===== src/socks5_handshake_parser_assert.svh =====
// assertion macros for the handshake parser modules, included by s5hs_emit
// expects i_clk and i_rst_n in the scope of the module that includes it
`ifndef SOCKS5_HANDSHAKE_PARSER_ASSERT_SVH
`define SOCKS5_HANDSHAKE_PARSER_ASSERT_SVH

// condition holds in the same cycle as the antecedent
`define S5HS_ASSERT_SAME(label, ante, cons, msg) \
    label: assert property (@(posedge i_clk) disable iff (!i_rst_n) (ante) |-> (cons)) \
        else $error(msg);

// condition holds in the cycle after the antecedent
`define S5HS_ASSERT_NEXT(label, ante, cons, msg) \
    label: assert property (@(posedge i_clk) disable iff (!i_rst_n) (ante) |=> (cons)) \
        else $error(msg);

`endif


===== src/s5hs_pkg.sv =====
// types, codes and constants for the socks5 handshake parser
// no dependencies
package s5hs_pkg;

    // input and result payloads
    typedef struct packed {
        logic       cmd;
        logic [7:0] data_byte;
        logic       connect_ok;
    } t_in;

    typedef struct packed {
        logic [2:0]  kind;
        logic [7:0]  out_byte;
        logic        last;
        logic [31:0] dest_address;
        logic [15:0] dest_port;
    } t_out;

    // burst of results produced by one input item
    localparam logic [1:0] BURST_SINGLE = 2'd0;
    localparam logic [1:0] BURST_GREET  = 2'd1;
    localparam logic [1:0] BURST_REPLY  = 2'd2;

    typedef struct packed {
        logic [1:0]  mode;
        logic [2:0]  kind;
        logic [7:0]  data;
        logic        last;
        logic [31:0] addr;
        logic [15:0] port;
        logic        tail_close;
    } t_burst;

    // result kinds
    localparam logic [2:0] KIND_REPLY      = 3'd0;
    localparam logic [2:0] KIND_NAME_CHAR  = 3'd1;
    localparam logic [2:0] KIND_IPV4_CONN  = 3'd2;
    localparam logic [2:0] KIND_NAME_CONN  = 3'd3;
    localparam logic [2:0] KIND_CLOSE      = 3'd4;
    localparam logic [2:0] KIND_RELAY      = 3'd5;

    // configuration register indexes
    localparam logic CFG_BIND_ADDRESS = 1'b0;
    localparam logic CFG_BIND_PORT    = 1'b1;

    // protocol bytes
    localparam logic [7:0] SOCKS_VER     = 8'h05;
    localparam logic [7:0] METHOD_NONE   = 8'h00;
    localparam logic [7:0] METHOD_REJECT = 8'hFF;
    localparam logic [7:0] CMD_CONNECT   = 8'h01;
    localparam logic [7:0] ADDR_IPV4     = 8'h01;
    localparam logic [7:0] ADDR_NAME     = 8'h03;
    localparam logic [7:0] RSV_BYTE      = 8'h00;
    localparam logic [7:0] CODE_OK       = 8'h00;
    localparam logic [7:0] CODE_VERSION  = 8'h01;
    localparam logic [7:0] CODE_CMD      = 8'h07;
    localparam logic [7:0] CODE_ATYP     = 8'h08;
    localparam logic [7:0] CHAR_UPPER_A  = 8'h41;
    localparam logic [7:0] CHAR_UPPER_Z  = 8'h5A;
    localparam logic [7:0] CASE_OFFSET   = 8'h20;

    // reply length in bytes
    localparam int REPLY_LEN = 10;

endpackage


===== src/s5hs_parse.sv =====
// handshake state and per-item decode into a result burst
// depends on s5hs_pkg
module s5hs_parse (
    input  logic             i_clk,
    input  logic             i_rst_n,
    input  logic             i_accept,
    input  s5hs_pkg::t_in    i_in,
    output logic             o_emit,
    output s5hs_pkg::t_burst o_desc
);

    localparam logic [2:0] PH_GREET  = 3'd0;
    localparam logic [2:0] PH_REQ    = 3'd1;
    localparam logic [2:0] PH_WAIT   = 3'd2;
    localparam logic [2:0] PH_RELAY  = 3'd3;
    localparam logic [2:0] PH_CLOSED = 3'd4;

    logic [2:0]  r_phase, n_phase;
    logic [8:0]  r_cnt, n_cnt;
    logic [7:0]  r_mcount, n_mcount;
    logic        r_noauth, n_noauth;
    logic        r_vbad, n_vbad;
    logic [7:0]  r_code, n_code;
    logic [7:0]  r_atype, n_atype;
    logic [7:0]  r_nlen, n_nlen;
    logic [31:0] r_addr, n_addr;
    logic [15:0] r_port, n_port;

    logic [7:0]  w_b;
    logic [8:0]  w_cnt_inc;
    logic [8:0]  w_greet_end;
    logic [8:0]  w_name_end;
    logic [7:0]  w_lower;
    logic        w_fin_greet;
    logic        w_fin_req;
    logic        w_reject;

    assign w_b         = i_in.data_byte;
    assign w_cnt_inc   = r_cnt + 9'd1;
    assign w_greet_end = {1'b0, r_mcount} + 9'd2;
    assign w_name_end  = {1'b0, r_nlen} + 9'd5;
    assign w_lower     = (w_b >= s5hs_pkg::CHAR_UPPER_A && w_b <= s5hs_pkg::CHAR_UPPER_Z)
                         ? w_b + s5hs_pkg::CASE_OFFSET : w_b;

    always_comb begin
        n_phase     = r_phase;
        n_cnt       = r_cnt;
        n_mcount    = r_mcount;
        n_noauth    = r_noauth;
        n_vbad      = r_vbad;
        n_code      = r_code;
        n_atype     = r_atype;
        n_nlen      = r_nlen;
        n_addr      = r_addr;
        n_port      = r_port;
        w_fin_greet = 1'b0;
        w_fin_req   = 1'b0;
        w_reject    = 1'b0;
        o_emit      = 1'b0;
        o_desc      = '0;
        o_desc.mode = s5hs_pkg::BURST_SINGLE;

        if (i_in.cmd) begin
            if (r_phase == PH_WAIT) begin
                o_emit = 1'b1;
                if (i_in.connect_ok) begin
                    n_phase     = PH_RELAY;
                    o_desc.mode = s5hs_pkg::BURST_REPLY;
                    o_desc.data = r_code;
                end else begin
                    n_phase     = PH_CLOSED;
                    o_desc.kind = s5hs_pkg::KIND_CLOSE;
                end
            end
        end else begin
            case (r_phase)
                PH_GREET: begin
                    if (r_cnt == 9'd0) begin
                        n_vbad = (w_b != s5hs_pkg::SOCKS_VER);
                        n_cnt  = 9'd1;
                    end else if (r_cnt == 9'd1) begin
                        n_mcount    = w_b;
                        n_cnt       = 9'd2;
                        w_fin_greet = (w_b == 8'd0);
                    end else begin
                        if (w_b == s5hs_pkg::METHOD_NONE) begin
                            n_noauth = 1'b1;
                        end
                        n_cnt       = w_cnt_inc;
                        w_fin_greet = (w_cnt_inc == w_greet_end);
                    end
                end
                PH_REQ: begin
                    n_cnt = w_cnt_inc;
                    if (r_cnt == 9'd0) begin
                        n_code = (w_b != s5hs_pkg::SOCKS_VER) ? s5hs_pkg::CODE_VERSION
                                                              : s5hs_pkg::CODE_OK;
                    end else if (r_cnt == 9'd1) begin
                        if (w_b != s5hs_pkg::CMD_CONNECT) begin
                            n_code = s5hs_pkg::CODE_CMD;
                        end
                    end else if (r_cnt == 9'd3) begin
                        n_atype = w_b;
                        if (w_b != s5hs_pkg::ADDR_IPV4 && w_b != s5hs_pkg::ADDR_NAME) begin
                            o_emit            = 1'b1;
                            o_desc.mode       = s5hs_pkg::BURST_REPLY;
                            o_desc.data       = s5hs_pkg::CODE_ATYP;
                            o_desc.tail_close = 1'b1;
                            n_phase           = PH_CLOSED;
                        end
                    end else if (r_cnt >= 9'd4 && r_atype == s5hs_pkg::ADDR_IPV4) begin
                        if (r_cnt < 9'd8) begin
                            n_addr = {r_addr[23:0], w_b};
                        end else begin
                            n_port = {r_port[7:0], w_b};
                        end
                        w_fin_req = (r_cnt == 9'd9);
                    end else if (r_cnt >= 9'd4) begin
                        if (r_cnt == 9'd4) begin
                            n_nlen = w_b;
                        end else if (r_cnt < w_name_end) begin
                            // name characters are suppressed once the request is bad
                            if (r_code == s5hs_pkg::CODE_OK) begin
                                o_emit      = 1'b1;
                                o_desc.kind = s5hs_pkg::KIND_NAME_CHAR;
                                o_desc.data = w_lower;
                                o_desc.last = (w_cnt_inc == w_name_end);
                            end
                        end else begin
                            n_port    = {r_port[7:0], w_b};
                            w_fin_req = (r_cnt == w_name_end + 9'd1);
                        end
                    end
                end
                PH_RELAY: begin
                    o_emit      = 1'b1;
                    o_desc.kind = s5hs_pkg::KIND_RELAY;
                    o_desc.data = w_b;
                end
                default: begin
                end
            endcase
        end

        if (w_fin_greet) begin
            w_reject          = !(n_noauth && !r_vbad);
            o_emit            = 1'b1;
            o_desc.mode       = s5hs_pkg::BURST_GREET;
            o_desc.data       = w_reject ? s5hs_pkg::METHOD_REJECT : s5hs_pkg::METHOD_NONE;
            o_desc.tail_close = w_reject;
            if (w_reject) begin
                n_phase = PH_CLOSED;
            end else begin
                n_phase = PH_REQ;
                n_cnt   = 9'd0;
                n_code  = s5hs_pkg::CODE_OK;
            end
        end

        if (w_fin_req) begin
            o_emit = 1'b1;
            if (r_code != s5hs_pkg::CODE_OK) begin
                o_desc.mode       = s5hs_pkg::BURST_REPLY;
                o_desc.data       = r_code;
                o_desc.tail_close = 1'b1;
                n_phase           = PH_CLOSED;
            end else begin
                o_desc.kind = (r_atype == s5hs_pkg::ADDR_IPV4) ? s5hs_pkg::KIND_IPV4_CONN
                                                               : s5hs_pkg::KIND_NAME_CONN;
                o_desc.addr = (r_atype == s5hs_pkg::ADDR_IPV4) ? n_addr : 32'd0;
                o_desc.port = n_port;
                n_phase     = PH_WAIT;
            end
        end
    end

    always_ff @(posedge i_clk) begin
        if (!i_rst_n) begin
            r_phase  <= PH_GREET;
            r_cnt    <= '0;
            r_mcount <= '0;
            r_noauth <= 1'b0;
            r_vbad   <= 1'b0;
            r_code   <= '0;
            r_atype  <= '0;
            r_nlen   <= '0;
            r_addr   <= '0;
            r_port   <= '0;
        end else if (i_accept) begin
            r_phase  <= n_phase;
            r_cnt    <= n_cnt;
            r_mcount <= n_mcount;
            r_noauth <= n_noauth;
            r_vbad   <= n_vbad;
            r_code   <= n_code;
            r_atype  <= n_atype;
            r_nlen   <= n_nlen;
            r_addr   <= n_addr;
            r_port   <= n_port;
        end
    end

endmodule


===== src/s5hs_emit.sv =====
// result register and burst sequencer: walks one burst out, one result per cycle while the receiver is ready
// depends on s5hs_pkg and socks5_handshake_parser_assert.svh
`include "socks5_handshake_parser_assert.svh"

module s5hs_emit (
    input  logic             i_clk,
    input  logic             i_rst_n,
    input  logic             i_load,
    input  s5hs_pkg::t_burst i_desc,
    input  logic [31:0]      i_bind_address,
    input  logic [15:0]      i_bind_port,
    input  logic             i_out_ready,
    output logic             o_take,
    output logic             o_out_valid,
    output s5hs_pkg::t_out   o_out
);

    localparam logic [3:0] IDX_REPLY_LAST = 4'(s5hs_pkg::REPLY_LEN - 1);
    localparam logic [3:0] IDX_REPLY_MAX  = 4'(s5hs_pkg::REPLY_LEN);

    s5hs_pkg::t_burst r_desc;
    logic             r_valid;
    logic [3:0]       r_idx;
    logic             w_last;
    logic [7:0]       w_reply_byte;
    logic             w_stalled;
    logic             w_burst_head;
    logic             w_head_ok;

    always_comb begin
        case (r_desc.mode)
            s5hs_pkg::BURST_GREET: w_last = (r_idx == (r_desc.tail_close ? 4'd2 : 4'd1));
            s5hs_pkg::BURST_REPLY: w_last = (r_idx == (r_desc.tail_close ? IDX_REPLY_MAX
                                                                          : IDX_REPLY_LAST));
            default:               w_last = 1'b1;
        endcase
    end

    always_comb begin
        case (r_idx)
            4'd0:    w_reply_byte = s5hs_pkg::SOCKS_VER;
            4'd1:    w_reply_byte = r_desc.data;
            4'd2:    w_reply_byte = s5hs_pkg::RSV_BYTE;
            4'd3:    w_reply_byte = s5hs_pkg::ADDR_IPV4;
            4'd4:    w_reply_byte = i_bind_address[31:24];
            4'd5:    w_reply_byte = i_bind_address[23:16];
            4'd6:    w_reply_byte = i_bind_address[15:8];
            4'd7:    w_reply_byte = i_bind_address[7:0];
            4'd8:    w_reply_byte = i_bind_port[15:8];
            4'd9:    w_reply_byte = i_bind_port[7:0];
            default: w_reply_byte = 8'd0;
        endcase
    end

    always_comb begin
        o_out = '0;
        case (r_desc.mode)
            s5hs_pkg::BURST_SINGLE: begin
                o_out.kind         = r_desc.kind;
                o_out.out_byte     = r_desc.data;
                o_out.last         = r_desc.last;
                o_out.dest_address = r_desc.addr;
                o_out.dest_port    = r_desc.port;
            end
            s5hs_pkg::BURST_GREET: begin
                if (r_idx == 4'd0) begin
                    o_out.kind     = s5hs_pkg::KIND_REPLY;
                    o_out.out_byte = s5hs_pkg::SOCKS_VER;
                end else if (r_idx == 4'd1) begin
                    o_out.kind     = s5hs_pkg::KIND_REPLY;
                    o_out.out_byte = r_desc.data;
                    o_out.last     = 1'b1;
                end else begin
                    o_out.kind = s5hs_pkg::KIND_CLOSE;
                end
            end
            s5hs_pkg::BURST_REPLY: begin
                if (r_idx < IDX_REPLY_MAX) begin
                    o_out.kind     = s5hs_pkg::KIND_REPLY;
                    o_out.out_byte = w_reply_byte;
                    o_out.last     = (r_idx == IDX_REPLY_LAST);
                end else begin
                    o_out.kind = s5hs_pkg::KIND_CLOSE;
                end
            end
            default: begin
            end
        endcase
    end

    // a new burst may load while the final result of the current one leaves
    assign o_take      = !r_valid || (i_out_ready && w_last);
    assign o_out_valid = r_valid;

    always_ff @(posedge i_clk) begin
        if (!i_rst_n) begin
            r_valid <= 1'b0;
            r_idx   <= '0;
        end else if (o_take) begin
            r_valid <= i_load;
            r_idx   <= '0;
        end else if (i_out_ready) begin
            r_idx <= r_idx + 4'd1;
        end
    end

    always_ff @(posedge i_clk) begin
        if (i_load && o_take) begin
            r_desc <= i_desc;
        end
    end

    assign w_stalled    = r_valid && !i_out_ready;
    assign w_burst_head = r_valid && r_idx == 4'd0 && r_desc.mode != s5hs_pkg::BURST_SINGLE;
    assign w_head_ok    = o_out.kind == s5hs_pkg::KIND_REPLY
                          && o_out.out_byte == s5hs_pkg::SOCKS_VER;

    `S5HS_ASSERT_SAME(a_idx_bound, r_valid, r_idx <= IDX_REPLY_MAX, "burst index out of range")
    `S5HS_ASSERT_NEXT(a_stall_hold, w_stalled, r_valid && $stable(r_idx), "burst moved in stall")
    `S5HS_ASSERT_SAME(a_burst_head, w_burst_head, w_head_ok, "burst not opened by version")

endmodule


===== src/socks5_handshake_parser.sv =====
// Server-side socks5 handshake for one connection.
// Input channel (i_in_valid / o_in_ready / i_in): one client byte (cmd 0) or one
// remote connect result (cmd 1) per request. Output channel (o_out_valid /
// i_out_ready / o_out): result items: reply bytes, lowercased name characters,
// connect requests, close, relayed bytes.
// Each accepted item is decoded in the cycle it is accepted and its results appear
// from the next cycle, one per cycle while the receiver is ready.
// An item with one result or none leaves the input ready, so relay and name bytes
// run at one per cycle while the receiver is ready. An item that causes a reply
// occupies the burst sequencer for two or three results (greeting answer) or ten or
// eleven results (request reply, with close on error); input is held off until its
// last result is taken. When the receiver stalls, the current result holds and input
// stops once the sequencer is busy. Configuration writes (bind address, bind port)
// take effect at once; the user must make them only while idle, unchecked by the block.
// Synchronous active-low reset returns to the greeting phase, clears the bind
// registers and drops any pending results.
// depends on s5hs_pkg, s5hs_parse, s5hs_emit
module socks5_handshake_parser (
    input  logic           i_clk,
    input  logic           i_rst_n,
    input  logic           i_in_valid,
    output logic           o_in_ready,
    input  s5hs_pkg::t_in  i_in,
    output logic           o_out_valid,
    input  logic           i_out_ready,
    output s5hs_pkg::t_out o_out,
    input  logic           i_cfg_we,
    input  logic           i_cfg_idx,
    input  logic [31:0]    i_cfg_data
);

    logic [31:0]      r_bind_address;
    logic [15:0]      r_bind_port;
    logic             w_take;
    logic             w_accept;
    logic             w_emit;
    s5hs_pkg::t_burst w_desc;

    assign o_in_ready = w_take;
    assign w_accept   = i_in_valid && w_take;

    always_ff @(posedge i_clk) begin
        if (!i_rst_n) begin
            r_bind_address <= '0;
            r_bind_port    <= '0;
        end else if (i_cfg_we) begin
            case (i_cfg_idx)
                s5hs_pkg::CFG_BIND_ADDRESS: r_bind_address <= i_cfg_data;
                s5hs_pkg::CFG_BIND_PORT:    r_bind_port    <= i_cfg_data[15:0];
                default: begin
                end
            endcase
        end
    end

    s5hs_parse u_parse (
        .i_clk    (i_clk),
        .i_rst_n  (i_rst_n),
        .i_accept (w_accept),
        .i_in     (i_in),
        .o_emit   (w_emit),
        .o_desc   (w_desc)
    );

    s5hs_emit u_emit (
        .i_clk          (i_clk),
        .i_rst_n        (i_rst_n),
        .i_load         (w_accept && w_emit),
        .i_desc         (w_desc),
        .i_bind_address (r_bind_address),
        .i_bind_port    (r_bind_port),
        .i_out_ready    (i_out_ready),
        .o_take         (w_take),
        .o_out_valid    (o_out_valid),
        .o_out          (o_out)
    );

endmodule


===== config.mk =====
export PLATFORM = sky130hd
export DESIGN_NAME = socks5_handshake_parser
export DESIGN_NICKNAME = d
export VERILOG_FILES = /design/src/s5hs_pkg.sv /design/src/s5hs_parse.sv /design/src/s5hs_emit.sv /design/src/socks5_handshake_parser.sv
export VERILOG_INCLUDE_DIRS = /design/src /design/src/src
export SDC_FILE = /design/constraint.sdc
export NUM_CORES = 1
export LEC_CHECK = 0
export ABC_AREA = 1
export BUFFER_PORTS_ARGS = -buffer_cell sky130_fd_sc_hd__buf_4
export CORE_MARGIN = 1.5
export CORE_UTILIZATION = 40
export DETAILED_ROUTE_END_ITERATION = 12
export PLACE_DENSITY = 0.6
export SETUP_SLACK_MARGIN = 0.3
export SKIP_LAST_GASP = 1
export SLEW_MARGIN = 20
export SYNTH_ARGS = -nofsm -noshare
export SYNTH_HDL_FRONTEND = slang
export SYNTH_SLANG_ARGS = --single-unit

===== constraint.sdc =====
create_clock -name i_clk -period 4.8 [get_ports i_clk]
set_input_delay 0.96 -clock i_clk [delete_from_list [all_inputs] [get_ports i_clk]]
set_output_delay 0.96 -clock i_clk [all_outputs]
set_load 0.1 [all_outputs]

# Word level (Yosys, flattened, before mapping)
# Index checks and enable logic that the tools add are counted.
# totals
wordCells	234
regBits	210
inputBits	48
output_inout_bits	62
# op_classes
bitwise_logic	10
n_eq_ne	29
muxes	129
n_addsub	6
n_reduce_logical	33
magnitude_cmp	6
# ops
op	count
$mux 32	7
$mux 16	10
$mux 8	13
$mux 12	8
$pmux 8 s9	1
$mux 9	7
$mux 3	17
$mux 48	1
$mux 1	43
$mux 13	3
$pmux 12 s3	1
$mux 14	2
$eq 9x9->1	3
$pmux 11 s2	1
$mux 10	2
$add 9x1->9 const B	2
$pmux 9 s2	1
$eq 4x3->1 const B	4
$logic_not 8->1	2
$mux 2	8
$reduce_bool 4->1	3
$mux 11	1
$not 1->1	10
$add 8x2->9 const B	1
46 further kinds	62

# Depth between registers and ports, before layout
# depth
ltp_word	21
mapped_depth	22
mapped_depth_nobuf	22

# Cells and area by module
# Synthesis repeated with hierarchy kept, for this count alone.
# unflattened
hier_cells	1795
hier_area_um2	12408.2
# by_module_without_submodules
mod	cells_per_inst	seq_area_each_um2	area_per_inst_um2	n_inst
s5hs_parse	1117	1881.8	6955.4	1
s5hs_emit	395	1991.9	3498.4	1
socks5_handshake_parser	283	960.9	1954.4	1

# Least setup slack after synthesis
# No wires, ideal clock.
# synth_timing
kind	flip-flop to flip-flop
startpoint	register u_emit.r_desc[61] (netlist bit)
endpoint	register u_emit.r_desc[0] (netlist bit), enable pin
setup_time_ns	0.417
slack_ns	0.401
period_less_slack_ns	4.399
path_stages_with_launch	13
required_time_ns	4.383
n_path_buf	2
arrival_time_ns	3.982
path_cell_list	edfxtp_1 > inv_1 > ha_1 > xor2_1 > o41ai_1 > nand2_1 > nand2_1 > nand2_1 > inv_2 > buf_2 > clkbuf_1 > nand2_1 > inv_1
# synth_between
elab_chain_len	7
word_cells_on_any_way	8
cone_classes	2 x eq/ne; 1 x mux; 5 x reduce/logical
# synth_lines
element	line_no	rtl
start: declaration	s5hs_emit.sv:21	s5hs_pkg::t_burst r_desc;
start signal: assignment	s5hs_emit.sv:109	r_desc <= i_desc;
$eq 2x2->1 or $eq 2x1->1 (tied branches)	s5hs_emit.sv:31	case (r_desc.mode)
$pmux 1 s2 (*)	s5hs_emit.sv:31	
$logic_and 1x1->1 (*)	s5hs_emit.sv:92	assign o_take = !r_valid || (i_out_ready && w_last);
$logic_or 1x1->1 (*)	s5hs_emit.sv:92	
named net o_in_ready	socks5_handshake_parser.sv:22	output logic o_in_ready,
$logic_and 1x1->1	socks5_handshake_parser.sv:40	assign w_accept = i_in_valid && w_take;
$logic_and 1x1->1	socks5_handshake_parser.sv:68	.i_load (w_accept && w_emit),
$logic_and 1x1->1 (*)	s5hs_emit.sv:108	if (i_load && o_take) begin
# Mark *: on every way through the listed nets, which the timed path passes. The rest lies on a longest branch.
# A chain may end at the register's enable or synchronous reset.

==> impl_metrics.tcl <==
set metrics [dict create \
    status "finished clean" \
    synth-seq-area-share 0.416 \
    netlist_instances 1567 \
    routed_via_density 5.22 \
    die_y_um 174 \
    wl_per_cell_um 15.9 \
    synthAdderAreaFrac 0.0258 \
    synthTopCellsByCount "nand2_1 (307), nor2_1 (187), inv_1 (176)" \
    clk_latency_ps 530 \
    cts.root.buffer_cell "clkbuf_16" \
    cts-resized-gates 0 \
    synth-xor-area-share 0.0166 \
    io_pins 110 \
    crit_path_end_kind "output pin" \
    vias 10600 \
    n_antenna_cell 0 \
    setup_tns_ps 0 \
    skew_ps 23.9 \
    swShare 0.262 \
    postSynth.asyncResetShare 0 \
    coreArea_um2 28600 \
    grt_pass1_vias 9761 \
    drv_slew 0 \
    clock_path_buffers 3 \
    area_growth_pct 15.8 \
    dpl.hpwl_mm 22.8 \
    finalSetupViolations 0 \
    cts_hold_buf 0 \
    hp-class "reg -> reg" \
    yosysUniqueCellTypes 49 \
    routed_wl_mm 32.5 \
    fmax_mhz 255 \
    grt_pass1_wl_mm 52.1 \
    finalCritPeriodShare 0.819 \
    period_needed_ps 3930 \
    yosys_warnings 0 \
    p_int_uw 3130 \
    dr.first_iter.drc_count 840 \
    power_frac_comb 0.106 \
    critPathLaunchType "register" \
    cts.sinks 210 \
    yosys.area_share.simple 0.257 \
    ant_nets 0 \
    dieWidth_um 174 \
    fin_ws_ps 871 \
    placement.io_buffers 109 \
    hold_viol_final 0 \
    gp_congestion 0.948 \
    pre_cts_slack_ps 876 \
    clk_pin_slew_ps 60 \
    ir_drop_mv 0.221 \
    syn_nets 1639 \
    regArea_um2 4830 \
    drc_errors 0 \
    synth_area_leader_cell "dfxtp_1" \
    gr-usage-all-layers 0.211 \
    switchingPower_uw 1110 \
    p_leak_uw 0.00608 \
    tightest_slew_ps 1050 \
    rsz0062_at_grt "no" \
    power_frac_clock 0.437 \
    max_slew_margin 0.300 \
    row_count 62 \
    cts_tree "yes" \
    worstSetupPathType "reg -> out" \
    drive_gt1_frac 0.136 \
    synth-edff-count 63 \
    fill_cells 2851 \
    grt_max_degree 67 \
    muxShareOfSynthArea 0.0275 \
    die_area_um2 30100 \
    multi_input_area_um2 5720 \
    hold_ws_ps 458 \
    synth_top_area_frac 0.253 \
    nets 1709 \
    drt_pass1_iterations 5 \
    gr-total-overflow 0 \
    maxCapViolCount 0 \
    post_cts.repair.setup_buffers 0 \
    antenna_found_initial 0 \
    critical_path.max_fanout 9 \
    arrival_ps 2970 \
    pwr_density_cell_nw_per_um2 316 \
    ys.flop_type "dfxtp_1" \
    start_util 0.406 \
    avgSynthCellArea_um2 7.42 \
    synth-compound-area-share 0.165 \
    htreeDepth 1 \
    ys_seq_elements 210 \
    p_seq_frac 0.457 \
    synth_area_leaders "dfxtp_1 (25%), edfxtp_1 (16%), nand2_1 (9.9%)" \
    cts_buffers 25 \
    yosysMostFrequentCell "nand2_1" \
    synth_top_family_by_area "simple AND/OR/NAND/NOR gates" \
    worstPathRequired_ps 3840 \
    syn_area_um2 11600 \
]
## flip-flops by register name, indices dropped and copies added (netlist names)
name                count
u_emit.o_out_valid      1
u_emit.r_idx            4
r_bind_address         32
u_parse.r_phase         3
u_parse.r_cnt           9
u_parse.r_port         16
u_emit.r_desc          63
u_parse.r_vbad          1
u_parse.r_noauth        1
u_parse.r_atype         8
r_bind_port            16
u_parse.r_mcount        8
u_parse.r_nlen          8
u_parse.r_addr         32
u_parse.r_code          8
## per-layer routing
layer	vias up	part of all wire	GRT usage	wire length, µm
met4	0	0.023	0.0630	732
met5	-	0	0	0
met2	341	0.44	0.325	14300
li1	5342	-	-	-
met1	4909	0.48	0.306	15500
met3	51	0.061	0.0325	2000
## critical path, stage by stage (launching register included)
cell      delay, ps
dfxtp_1         340
inv_1           150
ha_1            200
inv_1            60
nor2_1          660
a22o_1          240
a221oi_1         80
nand4_1         110
nand3_1          70
a21oi_1         220
buf_4           330
## stage by stage
stage / std cells / utilization / cell area (µm²) / total power [µW]
6_report: 2040 / 0.470 / 13500 / 4250
5_1_grt: 2040 / 0.470 / 13500 / 4420
4_1_cts: 2040 / 0.470 / 13500 / 4280
3_5_place_dp: 1994 / 0.442 / 12700 / 2420
3_3_place_gp: 1994 / 0.442 / 12700 / 2420
2_1_floorplan: 1567 / - / 11600 / 2280
## layout by cell type, fill, tap and decap left out, types with 6 or more instances in the layout
cell type	instances
nand2_2	8
o21ai_0	148
o21ai_1	7
nor2_4	11
nand4_1	26
nor3_1	19
nand3_1	65
o31ai_1	6
clkinv_1	7
clkbuf_16	26
a22o_1	8
edfxtp_1	63
ha_1	23
clkbuf_1	10
dfxtp_1	147
xor2_1	17
o22ai_1	7
nor2_1	187
a211oi_1	9
buf_4	116
mux2i_1	32
inv_1	175
nand2_1	307
nor2_2	27
o211ai_1	34
a221oi_1	8
a21oi_1	96
inv_2	16
## cells by family after synthesis
logic type,count (synthesis)
fa+ha+maj,24
compound gates,337
flops,210
simple gates,672
buf+inv,270
xor+xnor,22
mux,32
## final timing paths
| path | startpoint | to | slack (ps) | depth (start not counted) |
|---|---|---|---|---|
| hold / removal | u_parse.r_atype[1] | u_parse.r_atype[1] | 460 | 2 |
| setup / recovery | u_emit.r_idx[1] | o_out[55] | 870 | 10 |
| hold reg to reg | u_parse.r_atype[1] | u_parse.r_atype[1] | 460 | 2 |
| setup reg to reg | u_parse.r_nlen[1] | u_emit.r_desc[58] | 890 | 21 |
## power groups by stage
stage	clock [µW]	combinational, µW	sequential [µW]
2_1_floorplan	0	320	1960
3_3_place_gp	0	441	1970
3_5_place_dp	0	444	1980
4_1_cts	1900	446	1940
5_1_grt	1970	505	1950
6_report	1860	450	1940
## area by class of cell
type	instances	area share
multi-input combinational	1087	0.425
clock buffer	36	0.0511
tap	384	0.0357
timing repair buffer	117	0.0662
clock inverter	10	0.00799
inverter	196	0.0547
sequential	210	0.359
No activity file was read; power rests on OpenSTA's default activity.
